### src/rtl/core/vsp_pkg.sv
package vsp_pkg;

    localparam logic [7:0] CH_NUL  = 8'h00;
    localparam logic [7:0] CH_DOT  = 8'h2E;
    localparam logic [7:0] CH_ZERO = 8'h30;
    localparam logic [7:0] CH_NINE = 8'h39;
    localparam logic [7:0] CH_A    = 8'h61;
    localparam logic [7:0] CH_B    = 8'h62;

    // field position within the string
    typedef enum logic [2:0] {
        IDX_MAJOR,
        IDX_MINOR,
        IDX_PATCH,
        IDX_FULL,
        IDX_PRE,
        IDX_PAST
    } vsp_idx_t;

    typedef enum logic [1:0] {
        TAG_NONE,
        TAG_A,
        TAG_B
    } vsp_tag_t;

    // one character handed to the parse stage
    typedef struct packed {
        logic       step;
        logic [7:0] ch;
    } vsp_cmd_t;

endpackage

### src/rtl/core/vsp_parse.sv
module vsp_parse #(
    parameter int NUM_BITS = 16
) (
    input  logic                  clk,
    input  logic                  rst_n,
    input  vsp_pkg::vsp_cmd_t     cmd,
    output logic                  res_ok,
    output logic [NUM_BITS-1:0]   res_major,
    output logic [NUM_BITS-1:0]   res_minor,
    output logic [NUM_BITS-1:0]   res_patch,
    output vsp_pkg::vsp_tag_t     res_pretag,
    output logic [NUM_BITS-1:0]   res_prenum
);
    import vsp_pkg::*;

    logic [NUM_BITS-1:0] accum_reg, accum_next;
    logic                digit_seen_reg, digit_seen_next;
    vsp_idx_t            idx_reg, idx_next;
    logic [NUM_BITS-1:0] major_reg, major_next;
    logic [NUM_BITS-1:0] minor_reg, minor_next;
    logic [NUM_BITS-1:0] patch_reg, patch_next;
    logic [NUM_BITS-1:0] prenum_reg, prenum_next;
    vsp_tag_t            tag_reg, tag_next;
    logic                err_reg, err_next;

    logic                is_dot;
    logic                is_tag;
    logic                is_digit;
    logic [3:0]          digit_val;
    logic [NUM_BITS+3:0] accum_x10;
    logic [NUM_BITS+3:0] accum_new;
    logic                ovf;
    logic                good;

    assign is_dot    = (cmd.ch == CH_DOT);
    assign is_tag    = (cmd.ch == CH_A) || (cmd.ch == CH_B);
    assign is_digit  = (cmd.ch >= CH_ZERO) && (cmd.ch <= CH_NINE);
    assign digit_val = 4'(cmd.ch - CH_ZERO);
    // times ten as shift and add
    assign accum_x10 = {1'b0, accum_reg, 3'b000} + {3'b000, accum_reg, 1'b0};
    assign accum_new = accum_x10 + {{NUM_BITS{1'b0}}, digit_val};
    assign ovf       = |accum_new[NUM_BITS+3:NUM_BITS];

    always_comb
    begin
        accum_next      = accum_reg;
        digit_seen_next = digit_seen_reg;
        idx_next        = idx_reg;
        major_next      = major_reg;
        minor_next      = minor_reg;
        patch_next      = patch_reg;
        prenum_next     = prenum_reg;
        tag_next        = tag_reg;
        err_next        = err_reg;
        if (cmd.step)
        begin
            if (cmd.ch == CH_NUL)
            begin
                accum_next      = '0;
                digit_seen_next = 1'b0;
                idx_next        = IDX_MAJOR;
                major_next      = '0;
                minor_next      = '0;
                patch_next      = '0;
                prenum_next     = '0;
                tag_next        = TAG_NONE;
                err_next        = 1'b0;
            end
            else if (!err_reg)
            begin
                if (idx_reg >= IDX_PAST)
                begin
                    err_next = 1'b1;
                end
                else if (is_dot || is_tag)
                begin
                    if (!digit_seen_reg || (is_tag && (idx_reg > IDX_FULL)))
                    begin
                        err_next = 1'b1;
                    end
                    else
                    begin
                        case (idx_reg)
                            IDX_MAJOR: major_next  = accum_reg;
                            IDX_MINOR: minor_next  = accum_reg;
                            IDX_PATCH: patch_next  = accum_reg;
                            IDX_PRE:   prenum_next = accum_reg;
                            default:   ;
                        endcase
                        accum_next      = '0;
                        digit_seen_next = 1'b0;
                        if (is_tag)
                        begin
                            tag_next = (cmd.ch == CH_A) ? TAG_A : TAG_B;
                            idx_next = IDX_PRE;
                        end
                        else
                        begin
                            idx_next = vsp_idx_t'(idx_reg + 3'd1);
                        end
                    end
                end
                else if (is_digit)
                begin
                    if ((idx_reg == IDX_FULL) || ovf)
                    begin
                        err_next = 1'b1;
                    end
                    else
                    begin
                        accum_next      = accum_new[NUM_BITS-1:0];
                        digit_seen_next = 1'b1;
                    end
                end
                else
                begin
                    err_next = 1'b1;
                end
            end
        end
    end

    always_ff @(posedge clk or negedge rst_n)
    begin
        if (!rst_n)
        begin
            accum_reg      <= '0;
            digit_seen_reg <= 1'b0;
            idx_reg        <= IDX_MAJOR;
            major_reg      <= '0;
            minor_reg      <= '0;
            patch_reg      <= '0;
            prenum_reg     <= '0;
            tag_reg        <= TAG_NONE;
            err_reg        <= 1'b0;
        end
        else
        begin
            accum_reg      <= accum_next;
            digit_seen_reg <= digit_seen_next;
            idx_reg        <= idx_next;
            major_reg      <= major_next;
            minor_reg      <= minor_next;
            patch_reg      <= patch_next;
            prenum_reg     <= prenum_next;
            tag_reg        <= tag_next;
            err_reg        <= err_next;
        end
    end

    // result as closed by a terminator in this cycle
    assign good       = !err_reg && digit_seen_reg && (idx_reg < IDX_PAST);
    assign res_ok     = good;
    assign res_major  = !good ? '0 : ((idx_reg == IDX_MAJOR) ? accum_reg : major_reg);
    assign res_minor  = !good ? '0 : ((idx_reg == IDX_MINOR) ? accum_reg : minor_reg);
    assign res_patch  = !good ? '0 : ((idx_reg == IDX_PATCH) ? accum_reg : patch_reg);
    assign res_pretag = !good ? TAG_NONE : tag_reg;
    assign res_prenum = !good ? '0 : ((idx_reg == IDX_PRE) ? accum_reg : prenum_reg);

endmodule

### src/rtl/core/version_string_parser_unit.sv
// A terminator word shows on m_axis after it passes the input register and then the result register.
// Throughput: one word per cycle while no terminator waits; the parse step is one compare and times-ten add per cycle.
// A terminator waits in the input register only while an earlier result is still unread.
// Reset (rst_n low, asynchronous) clears the parse state and the valid flags of both stages.
module version_string_parser_unit #(
    parameter  int NUM_BITS = 16,
    localparam int OUT_W    = ((4 * NUM_BITS + 2 + 7) / 8) * 8
) (
    input  logic             clk,
    input  logic             rst_n,
    input  logic             s_axis_tvalid,
    output logic             s_axis_tready,
    input  logic [7:0]       s_axis_tdata,   // ch
    output logic             m_axis_tvalid,
    input  logic             m_axis_tready,
    output logic [OUT_W-1:0] m_axis_tdata,   // major, minor, patch, pretag, prenum, zero pad
    output logic             m_axis_tuser    // ok
);
    import vsp_pkg::*;

    localparam int PAY_W = 4 * NUM_BITS + 2;

    logic                in_valid_reg, in_valid_next;
    logic [7:0]          in_ch_reg;
    logic                out_valid_reg, out_valid_next;
    logic [PAY_W-1:0]    out_data_reg;
    logic                out_ok_reg;

    logic                in_term;
    logic                proc_ready;
    logic                fire;
    vsp_cmd_t            cmd;

    logic                res_ok;
    logic [NUM_BITS-1:0] res_major;
    logic [NUM_BITS-1:0] res_minor;
    logic [NUM_BITS-1:0] res_patch;
    vsp_tag_t            res_pretag;
    logic [NUM_BITS-1:0] res_prenum;

    assign in_term       = (in_ch_reg == CH_NUL);
    assign proc_ready    = !in_term || !out_valid_reg || m_axis_tready;
    assign fire          = in_valid_reg && proc_ready;
    assign s_axis_tready = !in_valid_reg || fire;

    assign cmd.step = fire;
    assign cmd.ch   = in_ch_reg;

    vsp_parse #(
        .NUM_BITS (NUM_BITS)
    ) u_parse (
        .clk        (clk),
        .rst_n      (rst_n),
        .cmd        (cmd),
        .res_ok     (res_ok),
        .res_major  (res_major),
        .res_minor  (res_minor),
        .res_patch  (res_patch),
        .res_pretag (res_pretag),
        .res_prenum (res_prenum)
    );

    always_comb
    begin
        in_valid_next = in_valid_reg;
        if (s_axis_tvalid && s_axis_tready)
            in_valid_next = 1'b1;
        else if (fire)
            in_valid_next = 1'b0;

        out_valid_next = out_valid_reg;
        if (fire && in_term)
            out_valid_next = 1'b1;
        else if (m_axis_tready)
            out_valid_next = 1'b0;
    end

    always_ff @(posedge clk or negedge rst_n)
    begin
        if (!rst_n)
        begin
            in_valid_reg  <= 1'b0;
            out_valid_reg <= 1'b0;
        end
        else
        begin
            in_valid_reg  <= in_valid_next;
            out_valid_reg <= out_valid_next;
        end
    end

    always_ff @(posedge clk)
    begin
        if (s_axis_tvalid && s_axis_tready)
            in_ch_reg <= s_axis_tdata;
        if (fire && in_term)
        begin
            out_ok_reg   <= res_ok;
            out_data_reg <= {res_prenum, res_pretag, res_patch, res_minor, res_major};
        end
    end

    assign m_axis_tvalid = out_valid_reg;
    assign m_axis_tuser  = out_ok_reg;
    assign m_axis_tdata  = OUT_W'(out_data_reg);

endmodule

### config.mk
export PLATFORM = sky130hd
export DESIGN_NAME = version_string_parser_unit
export DESIGN_NICKNAME = d
export VERILOG_FILES = /design/src/rtl/core/vsp_pkg.sv /design/src/rtl/core/vsp_parse.sv /design/src/rtl/core/version_string_parser_unit.sv
export SDC_FILE = /design/constraint.sdc
export NUM_CORES = 1
export LEC_CHECK = 0
export BUFFER_PORTS_ARGS = -buffer_cell sky130_fd_sc_hd__buf_2
export CORE_MARGIN = 3
export CORE_UTILIZATION = 45
export DETAILED_ROUTE_END_ITERATION = 10
export PLACE_DENSITY_LB_ADDON = 0.3
export SLEW_MARGIN = 20
export SYNTH_ARGS = -nofsm -noshare
export SYNTH_HDL_FRONTEND = slang
export SYNTH_SLANG_ARGS = --single-unit
### constraint.sdc
create_clock -name clk -period 6.3 [get_ports clk]
set_input_delay 0.945 -clock clk [delete_from_list [all_inputs] [get_ports clk]]
set_output_delay 0.945 -clock clk [all_outputs]
set_load 0.05 [all_outputs]
== Word-level counts from Yosys, hierarchy flattened ==
Index checks and enable logic that the tools add are counted.

* Add/subtract/negate cells: 4
* $mul: 0
* Div/mod/pow operators: 0
* Order comparisons: 5
* Eq/ne operators: 12
* Shifts and indexed selects: 0
* Muxes and demuxes: 62
* Bitwise operators: 0
* Reductions and logical operators: 30

{| class="wikitable"
|+ Operators by type and width
! operator !! number
|-
| $mux W16 || 31
|-
| $add A19 B17 Y20 || 1
|-
| $add A20 B4 Y20 || 1
|-
| $mux W1 || 18
|-
| $mux W3 || 6
|-
| $eq A8 B7 Y1 const B || 2
|-
| $mux W2 || 7
|-
| $reduce_and A6 Y1 || 2
|-
| $eq A8 B6 Y1 const B || 1
|-
| $ge A8 B6 Y1 const B || 1
|-
| $le A8 B6 Y1 const B || 1
|-
| $logic_not A8 Y1 || 1
|-
| $reduce_bool A2 Y1 || 4
|-
| $logic_and A1 B1 Y1 || 7
|-
| $logic_or A1 B1 Y1 || 7
|-
| $eq A3 B2 Y1 const B || 2
|-
| $ne A2 B2 Y1 const B || 3
|-
| $logic_not A1 Y1 || 5
|-
| $reduce_and A5 Y1 || 1
|-
| $reduce_or A4 Y1 || 1
|-
| $sub A4 B1 Y4 const B || 1
|-
| $add A3 B1 Y3 const B || 1
|-
| $eq A3 B1 Y1 const B || 1
|-
| $eq A3 B3 Y1 const B || 1
|-
| 7 further kinds || 7
|}

* Register bits: 164
* Latch bits: 0
* Bits in writable memories: 0
* Bits in read-only memories: 0
* Output and inout port bits: 75
* Word-level logic and storage cells: 127
* Memories kept: 0

== Longest topological paths before layout ==
Gate-level depths: netlist (run 1).

* Word-level depth: 10
* Mapped depth: 15
* Mapped depth without buffers: 12

== Cells and area by module ==
Synthesis (run 1) repeated with hierarchy kept, for this count alone.

* Cell total of the unflattened synthesis: 749
* Area total of the unflattened synthesis: 8179.1 um^2

{| class="wikitable"
|+ By module, submodules not included
! module !! times used !! cells each !! area each (um^2) !! sequential area each (um^2)
|-
| vsp_parse || 1 || 654 || 5721.7 || 2177.1
|-
| version_string_parser_unit || 1 || 95 || 2457.4 || 2302.2
|}

== Worst setup path before layout (run 1) ==
No wires, ideal clock.

* Path kind: flip-flop to flip-flop
* Start point: register in_ch_reg[3]
* End point: register out_ok_reg (netlist: m_axis_tuser), enable pin
* Setup time: 492 ps
* Arrival: 4206 ps
* Required time: 5808 ps
* Setup slack: 1602 ps
* Stages on the path, launching flop included: 6
* Clock period less this slack: 4698 ps
* Path through: edfxtp_1 nor4_4 and3_1 clkbuf_1 nand2_1 nor2_1

* Word-level cells in the longest chain between the ends: 6

{| class="wikitable"
|+ Ends and longest elaborated chain
! element !! line !! source
|-
| start: declaration || version_string_parser_unit.sv:24 || <nowiki>logic [7:0] in_ch_reg;</nowiki>
|-
| start signal: assignment || version_string_parser_unit.sv:95 || <nowiki>in_ch_reg <= s_axis_tdata;</nowiki>
|-
| $logic_not A8 Y1 * || version_string_parser_unit.sv:41 || <nowiki>assign in_term = (in_ch_reg == CH_NUL);</nowiki>
|-
| $logic_not A1 Y1 || version_string_parser_unit.sv:42 || <nowiki>assign proc_ready = !in_term || !out_valid_reg || m_axis_tready;</nowiki>
|-
| $logic_or A1 B1 Y1 (2 in series) || version_string_parser_unit.sv:42 ||
|-
| $logic_and A1 B1 Y1 || version_string_parser_unit.sv:43 || <nowiki>assign fire = in_valid_reg && proc_ready;</nowiki>
|-
| $logic_and A1 B1 Y1 * || version_string_parser_unit.sv:96 || <nowiki>if (fire && in_term)</nowiki>
|-
| end signal: assignment || version_string_parser_unit.sv:98 || <nowiki>out_ok_reg <= res_ok;</nowiki>
|-
| end: declaration || version_string_parser_unit.sv:27 || <nowiki>logic out_ok_reg;</nowiki>
|}

Every way passes the cells marked *; elsewhere a longest branch is shown, timed or not.
A chain may end at the register's enable or synchronous reset.

== Worst setup path in the final report (run 1) ==
* Start point: register u_parse.accum_reg[0]
* End point: register u_parse.accum_reg[3]

* Word-level cells in the longest chain between the ends: 8
* Elaborated cells between the ends (all ways): 12

{| class="wikitable"
|+ Ends and longest elaborated chain
! element !! line !! source
|-
| start: declaration || vsp_parse.sv:16 || <nowiki>logic [NUM_BITS-1:0] accum_reg, accum_next;</nowiki>
|-
| start signal: assignment || vsp_parse.sv:139 || <nowiki>accum_reg <= accum_next;</nowiki>
|-
| $add A19 B17 Y20 * || vsp_parse.sv:40 || <nowiki>assign accum_x10 = {1'b0, accum_reg, 3'b000} + {3'b000, accum_reg, 1'b0};</nowiki>
|-
| $add A20 B4 Y20 * || vsp_parse.sv:41 || <nowiki>assign accum_new = accum_x10 + {{NUM_BITS{1'b0}}, digit_val};</nowiki>
|-
| $mux W16 || vsp_parse.sv:105 || <nowiki>if ((idx_reg == IDX_FULL) || ovf)</nowiki>
|-
| $mux W16 || vsp_parse.sv:103 || <nowiki>else if (is_digit)</nowiki>
|-
| $mux W16 || vsp_parse.sv:75 || <nowiki>else if (is_dot || is_tag)</nowiki>
|-
| $mux W16 || vsp_parse.sv:71 || <nowiki>if (idx_reg >= IDX_PAST)</nowiki>
|-
| $mux W16 || vsp_parse.sv:69 || <nowiki>else if (!err_reg)</nowiki>
|-
| $mux W16 || vsp_parse.sv:57 || <nowiki>if (cmd.ch == CH_NUL)</nowiki>
|}

Every way passes the cells marked *; elsewhere a longest branch is shown, timed or not. The select of a mux whose other input is x is not followed.

==> results of run 1 <==
[per-layer routing]
metal	routed length [um]	up-vias	global-route usage [%]	part of all wire [%]
met4	431	0	6.85	2.3
li1	-	2755	-	-
met1	8120	2953	26.0	43
met5	0	-	0	0
met3	1250	33	3.68	6.6
met2	8970	250	32.5	48
[per-stage QoR]
stage	cell area (um2)	setup slack [ns]
2_1_floorplan	8040	1.60
3_3_place_gp	8460	2.32
3_5_place_dp	8470	2.19
4_1_cts	9020	2.18
5_1_grt	9040	1.97
6_report	9040	2.18
[power by group through the flow]
stage,Combinational (uW),Sequential (uW),Clock (uW)
after floorplan,20.7,1140,0
after global placement,34.8,1140,0
after detailed placement,35.9,1140,0
after CTS,36.0,1120,1000
after global routing,39.8,1120,1060
final,35.2,1120,985
[layout make-up]
cell class                 instances  share of cell area (%)
inverter                          16                   0.664
multi-input combinational        488                    35.5
timing repair buffer              87                    5.04
clock inverter                     9                    1.15
sequential                       164                    49.5
tap                              225                    3.11
clock buffer                      22                    5.02
[worst max-delay path, stage by stage, from the launching register on]
cell,delay (ns)
dfrtp_1,0.56
inv_1,0.11
fa_1,0.52
fa_1,0.47
nand2b_1,0.20
a21oi_2,0.21
o41a_1,0.18
a41oi_1,0.21
a211o_1,0.34
a2111oi_4,0.45
and2_1,0.55
a22o_1,0.23
[logic make-up after synthesis]
group | count (synthesis) | synth area share (%)
compound gates | 222 | 20.6
simple gates | 209 | 11.1
flops | 164 | 55.9
buf+inv | 83 | 4.81
fa+ha+maj | 38 | 6.12
xor+xnor | 13 | 1.42
other cells | 1 | 0.0468
[cells in the mapped netlist (all sizes together), types with 2 or more instances]
library cell	instances
a2111oi	2
buf	20
a22o	17
o21ai	20
nand4	5
fa	2
and2	7
and3	2
o31ai	2
xnor2	8
a211oi	3
nor4	2
nand3	9
dfrtp	89
o211ai	6
xor2	5
nor2	19
a32o	64
a21o	4
inv	15
nand2	149
nand2b	4
a21oi	88
edfxtp	75
o21a	6
clkbuf	47
nor2b	5
nor3	3
ha	36
[path summary, 6_finish.rpt]
kind | cells past startpoint | slack, ns | end
min | 1 | 0.40 | u_parse.prenum_reg[6]
max reg2reg | 11 | 2.18 | u_parse.accum_reg[3]
max in group asynchronous | 2 | 4.67 | u_parse.major_reg[3]
max | 11 | 2.18 | u_parse.accum_reg[3]
min reg2reg | 1 | 0.49 | u_parse.minor_reg[13]
min in group clk | 1 | 0.49 | u_parse.minor_reg[13]
==> impl_metrics.ini, run 1 <==
[critical_path]
cp-start-kind = flip-flop
cp-startpoint = u_parse.accum_reg[0]
worstPathArrival_ns = 4.47
worstSetupPathType = reg2reg
r2r-start = u_parse.accum_reg[0]
worstPathRequired_ns = 6.65
end_kind = flip-flop
worstPathMaxFanout = 16

[route]
avgViaCountPerCell = 5.93
drtIter0Drc = 645
drcViolationCount = 0
ant_nets = 0
first_pass_iters = 5
vias = 5991
avgRoutedWirePerCell_um = 18.6
drt_wl_total_mm = 18.8

[final_layout]
synthToLayoutAreaGrowth_pct = 12.8
antenna_cells = 0
final_util_pct = 52.1
nets = 824
instances_no_fill = 1011
fillerInstances = 1523
multi_input_area_mm2 = 0.00321
final_common_cell = nand2_1
ff_latch_area_mm2 = 0.00448
largest_reg_flops = 66
drive_gt1_share_pct = 17.0
layout_common_cells = nand2_1 (149), dfrtp_1 (89), a21oi_1 (86)

[yosys]
synth_area_mm2 = 0.00802
synth-edff-count = 75
ys_seq_area_share_pct = 55.9
synth_top_area_share_pct = 28.1
syn_inst = 730
ys.flop_type = dfrtp_1
ys_types = 54
ys_seq_elements = 164
ys_warn_count = 0
async_flop_share_pct = 54.3
post-synth-top-area-cell = edfxtp_1
synth_area_per_cell_um2 = 11.0
synthTopCellsByArea = edfxtp_1 (28%), dfrtp_1 (28%), a32o_1 (8.0%)

[timing]
hold_viol_final = 0
maxSlewHeadroom_pct = 36.4
skew_ns = 0.00657
period_minus_slack_ns = 4.12
whs_ns = 0.404
tightest_slew_ns = 0.954
post-route-period-util_pct = 65.4
tns_ns = 0
rsz0062_at_grt = false
fmax_ghz = 0.243
setup_violations = 0
maxSlewViolCount = 0

[floorplanning]
dieArea_mm2 = 0.0195
die_h_um = 139
chipWidth_um = 139
start_util_pct = 46.2
core_area_mm2 = 0.0174
rows = 48
num_io_pins = 87

[clock_tree]
holdBufCountCts = 0
cts_setup_buffers = 0
cts_buffers = 17
clkLatencyLatePin_ns = 0.42
ctsLongestPathBuffers = 2
htreeDepth = 4
clock-sinks = 164
cts-root-buf = clkbuf_16
cts_tree = built
cts_resized = 0
clkTransAtPathRegs_ns = 0.06

[placement]
place.gp.congestion = 0.868
placed_cells = 980
dp_hpwl_mm = 12.4
port-buffer-count = 80

[pwr]
power_uw = 2140
intPower_uw = 1710
seq_power_share_pct = 52.4
clockPowerShare_pct = 46.0
pwr-share-comb_pct = 1.6
vdd_drop_max_mv = 0.182
p_sw_share_pct = 20.0
switchingPower_uw = 429
p_leak_uw = 0.00382
p_per_area_mw_per_mm2 = 237

[min_path]
min_path_type = in2async

[global_route]
grt_pass1_vias = 5854
gr-total-overflow = 0
antenna_found_initial = 0
grt_pass1_wl_mm = 30.6
grt.total_usage_pct = 19.6
grt_max_degree = 74

[job]
cap_violations = 0

[outcome]
status = complete, no violations
Power figures use the tool's default switching activity.
==> inputs of run 2 (changes only) <==
--- a/config.mk
+++ b/config.mk
@@ -5,6 +5,7 @@
 export SDC_FILE = /design/constraint.sdc
 export NUM_CORES = 1
 export LEC_CHECK = 0
+export ABC_AREA = 1
 export BUFFER_PORTS_ARGS = -buffer_cell sky130_fd_sc_hd__buf_2
 export CORE_MARGIN = 3
 export CORE_UTILIZATION = 45
==> constraint.sdc (replaced) <==
create_clock -name clk -period 3.7 [get_ports clk]
set_input_delay 0.555 -clock clk [delete_from_list [all_inputs] [get_ports clk]]
set_output_delay 0.555 -clock clk [all_outputs]
set_load 0.05 [all_outputs]
==> impl_metrics.ini, run 2 <==
[outcome]
status = complete, no violations

[yosys]
muxShareOfSynthArea_pct = 6.18
synth_compound_area_share_pct = 12.0
synth_area_mm2 = 0.00842
yosys.cell_count.top_type = nand2_1
ys_warn_count = 0
async_flop_share_pct = 54.3
synthTopCellsByArea = edfxtp_1 (27%), dfrtp_1 (26%), nand2_1 (8.3%)
syn_inst = 827
synth_adder_area_share_pct = 5.82
ys_seq_elements = 164
synth_top_area_share_pct = 26.7
post-synth-top-area-cell = edfxtp_1
synth_area_per_cell_um2 = 10.2
synth-edff-count = 75
yosys-top-cells-count = nand2_1 (187), nor2_1 (104), dfrtp_1 (89)
ys_types = 36
synthSimpleGateAreaFrac_pct = 15.5
ys.flop_type = dfrtp_1
ys_seq_area_share_pct = 53.2
synth_xor_area_share_pct = 1.25
synth_top_family_by_area = simple AND/OR/NAND/NOR gates

[placement]
dp_hpwl_mm = 12.7
port-buffer-count = 80
pre_cts_slack_ns = 0.450
place.gp.congestion = 0.922
placed_cells = 1108
place_area_mm2 = 0.00896

[clock_tree]
cts_tree = built
htreeDepth = 4
clkTransAtPathRegs_ns = 0.06
cts_buffers = 17
cts_setup_buffers = 0
cts-root-buf = clkbuf_16
clkLatencyLatePin_ns = 0.43
cts_resized = 0
clock-sinks = 164
ctsLongestPathBuffers = 2
holdBufCountCts = 0

[critical_path]
worstPathMaxFanout = 17
crit_path_top_delay_cell = fa_1
cpMostUsedCell = nand2_1
cp-start-kind = flip-flop
crit_chain = inv_1 -> fa_1 -> fa_1 -> inv_1 -> nand2_1 -> nand2_1 -> nand3_1 -> nand2_1 -> nand2_1 -> nand3_1 -> nand2_1 -> nor2_1 -> nand2_1 -> nand2_1 -> nand3_2 -> o21ai_0
end_kind = flip-flop
cpPeakStageDelay_ns = 0.49
worstPathRequired_ns = 4.02
worstPathArrival_ns = 3.59
worstSetupPathType = reg2reg

[timing]
period_minus_slack_ns = 3.27
tightest_slew_ns = 1.02
maxSlewHeadroom_pct = 32.0
fmax_ghz = 0.306
hold_viol_final = 0
skew_ns = 0.00896
maxSlewViolCount = 0
post-route-period-util_pct = 88.2
tns_ns = 0
setup_violations = 0
rsz0062_at_grt = false
setup_ws_ns = 0.435

[floorplanning]
start_util_pct = 46.4
num_io_pins = 87
core_area_mm2 = 0.0181
dieArea_mm2 = 0.0204
rows = 49
chipWidth_um = 143
die_h_um = 143

[route]
drcViolationCount = 0
avgViaCountPerCell = 5.24
vias = 5973
avgRoutedWirePerCell_um = 16.3
first_pass_iters = 5
drt_wl_total_mm = 18.6
drtIter0Drc = 424
ant_nets = 0

[final_layout]
synthToLayoutAreaGrowth_pct = 13.3
final_common_cell = nand2_1
antenna_cells = 0
instances_no_fill = 1140
final_area_mm2 = 0.00954
nets = 948
layout_common_cells = nand2_1 (187), nor2_1 (104), dfrtp_1 (89)
largest_reg_flops = 66
fillerInstances = 1625
drive_gt1_share_pct = 20.1

[pwr]
vdd_drop_max_mv = 0.331
power_uw = 3730
p_per_area_mw_per_mm2 = 391
p_leak_uw = 0.00477

[job]
cap_violations = 0

[global_route]
gr-total-overflow = 0
antenna_found_initial = 0
grt.total_usage_pct = 19.0
grt_max_degree = 69
grt_pass1_vias = 5682
grt_pass1_wl_mm = 30.2

[min_path]
min_path_type = in2async
==> run 2: kinds of logic (layout without fill, tap and decap cells) <==
family                   count (synthesis)  in the layout
flip-flops                             164            164
multiplexers                            52             52
AO/OA/AOI/OAI                          123            123
XOR/XNOR                                12             12
adder cells (fa/ha/maj)                 38             38
buffers and inverters                  109            188
AND/OR/NAND/NOR                        328            328
other                                    1              6
==> run 2: layer usage <==
metal | wire (um) | track usage [%] | vias up
met3 | 908 | 3.92 | 19
met1 | 8570 | 26.3 | 2849
met2 | 8870 | 30.6 | 170
li1 | - | - | 2935
met5 | 0 | 0 | -
met4 | 257 | 5.10 | 0
==> run 2: worst paths after layout <==
check                                        to                 start  cells past startpoint  slack, ns
min in group clk                   in_ch_reg[1]       s_axis_tdata[1]                      1       0.30
max                        u_parse.accum_reg[5]  u_parse.accum_reg[2]                     16       0.43
min                        u_parse.major_reg[5]                 rst_n                      1       0.24
max in group asynchronous  u_parse.patch_reg[0]                 rst_n                      2       2.70
min reg2reg                u_parse.major_reg[0]  u_parse.major_reg[0]                      2       0.48
max reg2reg                u_parse.accum_reg[5]  u_parse.accum_reg[2]                     16       0.43
==> run 2: worst max-delay path: cells and delay by family (launching register included) <==
family / cells / cell delay [ns]
buf+inv: 2 / 0.28
compound gates: 1 / 0.33
fa+ha+maj: 2 / 0.96
flops: 1 / 0.40
simple gates: 11 / 1.18
==> run 2: cell type report <==
class | instances | area [um2] | area share (%)
Tap cell | 229 | 287 | 3.00
Timing Repair Buffer | 87 | 480 | 5.03
Sequential cell | 164 | 4480 | 46.9
Multi-Input combinational cell | 559 | 3450 | 36.2
Inverter | 69 | 264 | 2.77
Clock inverter | 10 | 125 | 1.31
Clock buffer | 22 | 454 | 4.76
==> run 2: power breakdown <==
| part | total, uW | switching, uW | internal (uW) |
|---|---|---|---|
| clock | 1750 | 726 | 1020 |
| sequential | 1910 | 6.64 | 1900 |
| combinational | 71.5 | 56.4 | 15.1 |
| total | 3730 | 789 | 2940 |
==> run 2: per-stage QoR <==
step | hold WS, ns | util [%]
finish | 0.239 | 52.6
global route | 0.287 | 52.6
CTS | 0.289 | 52.6
detailed placement | 0.471 | 49.4
global placement | 0.464 | 49.4
floorplan | 0.259 | -
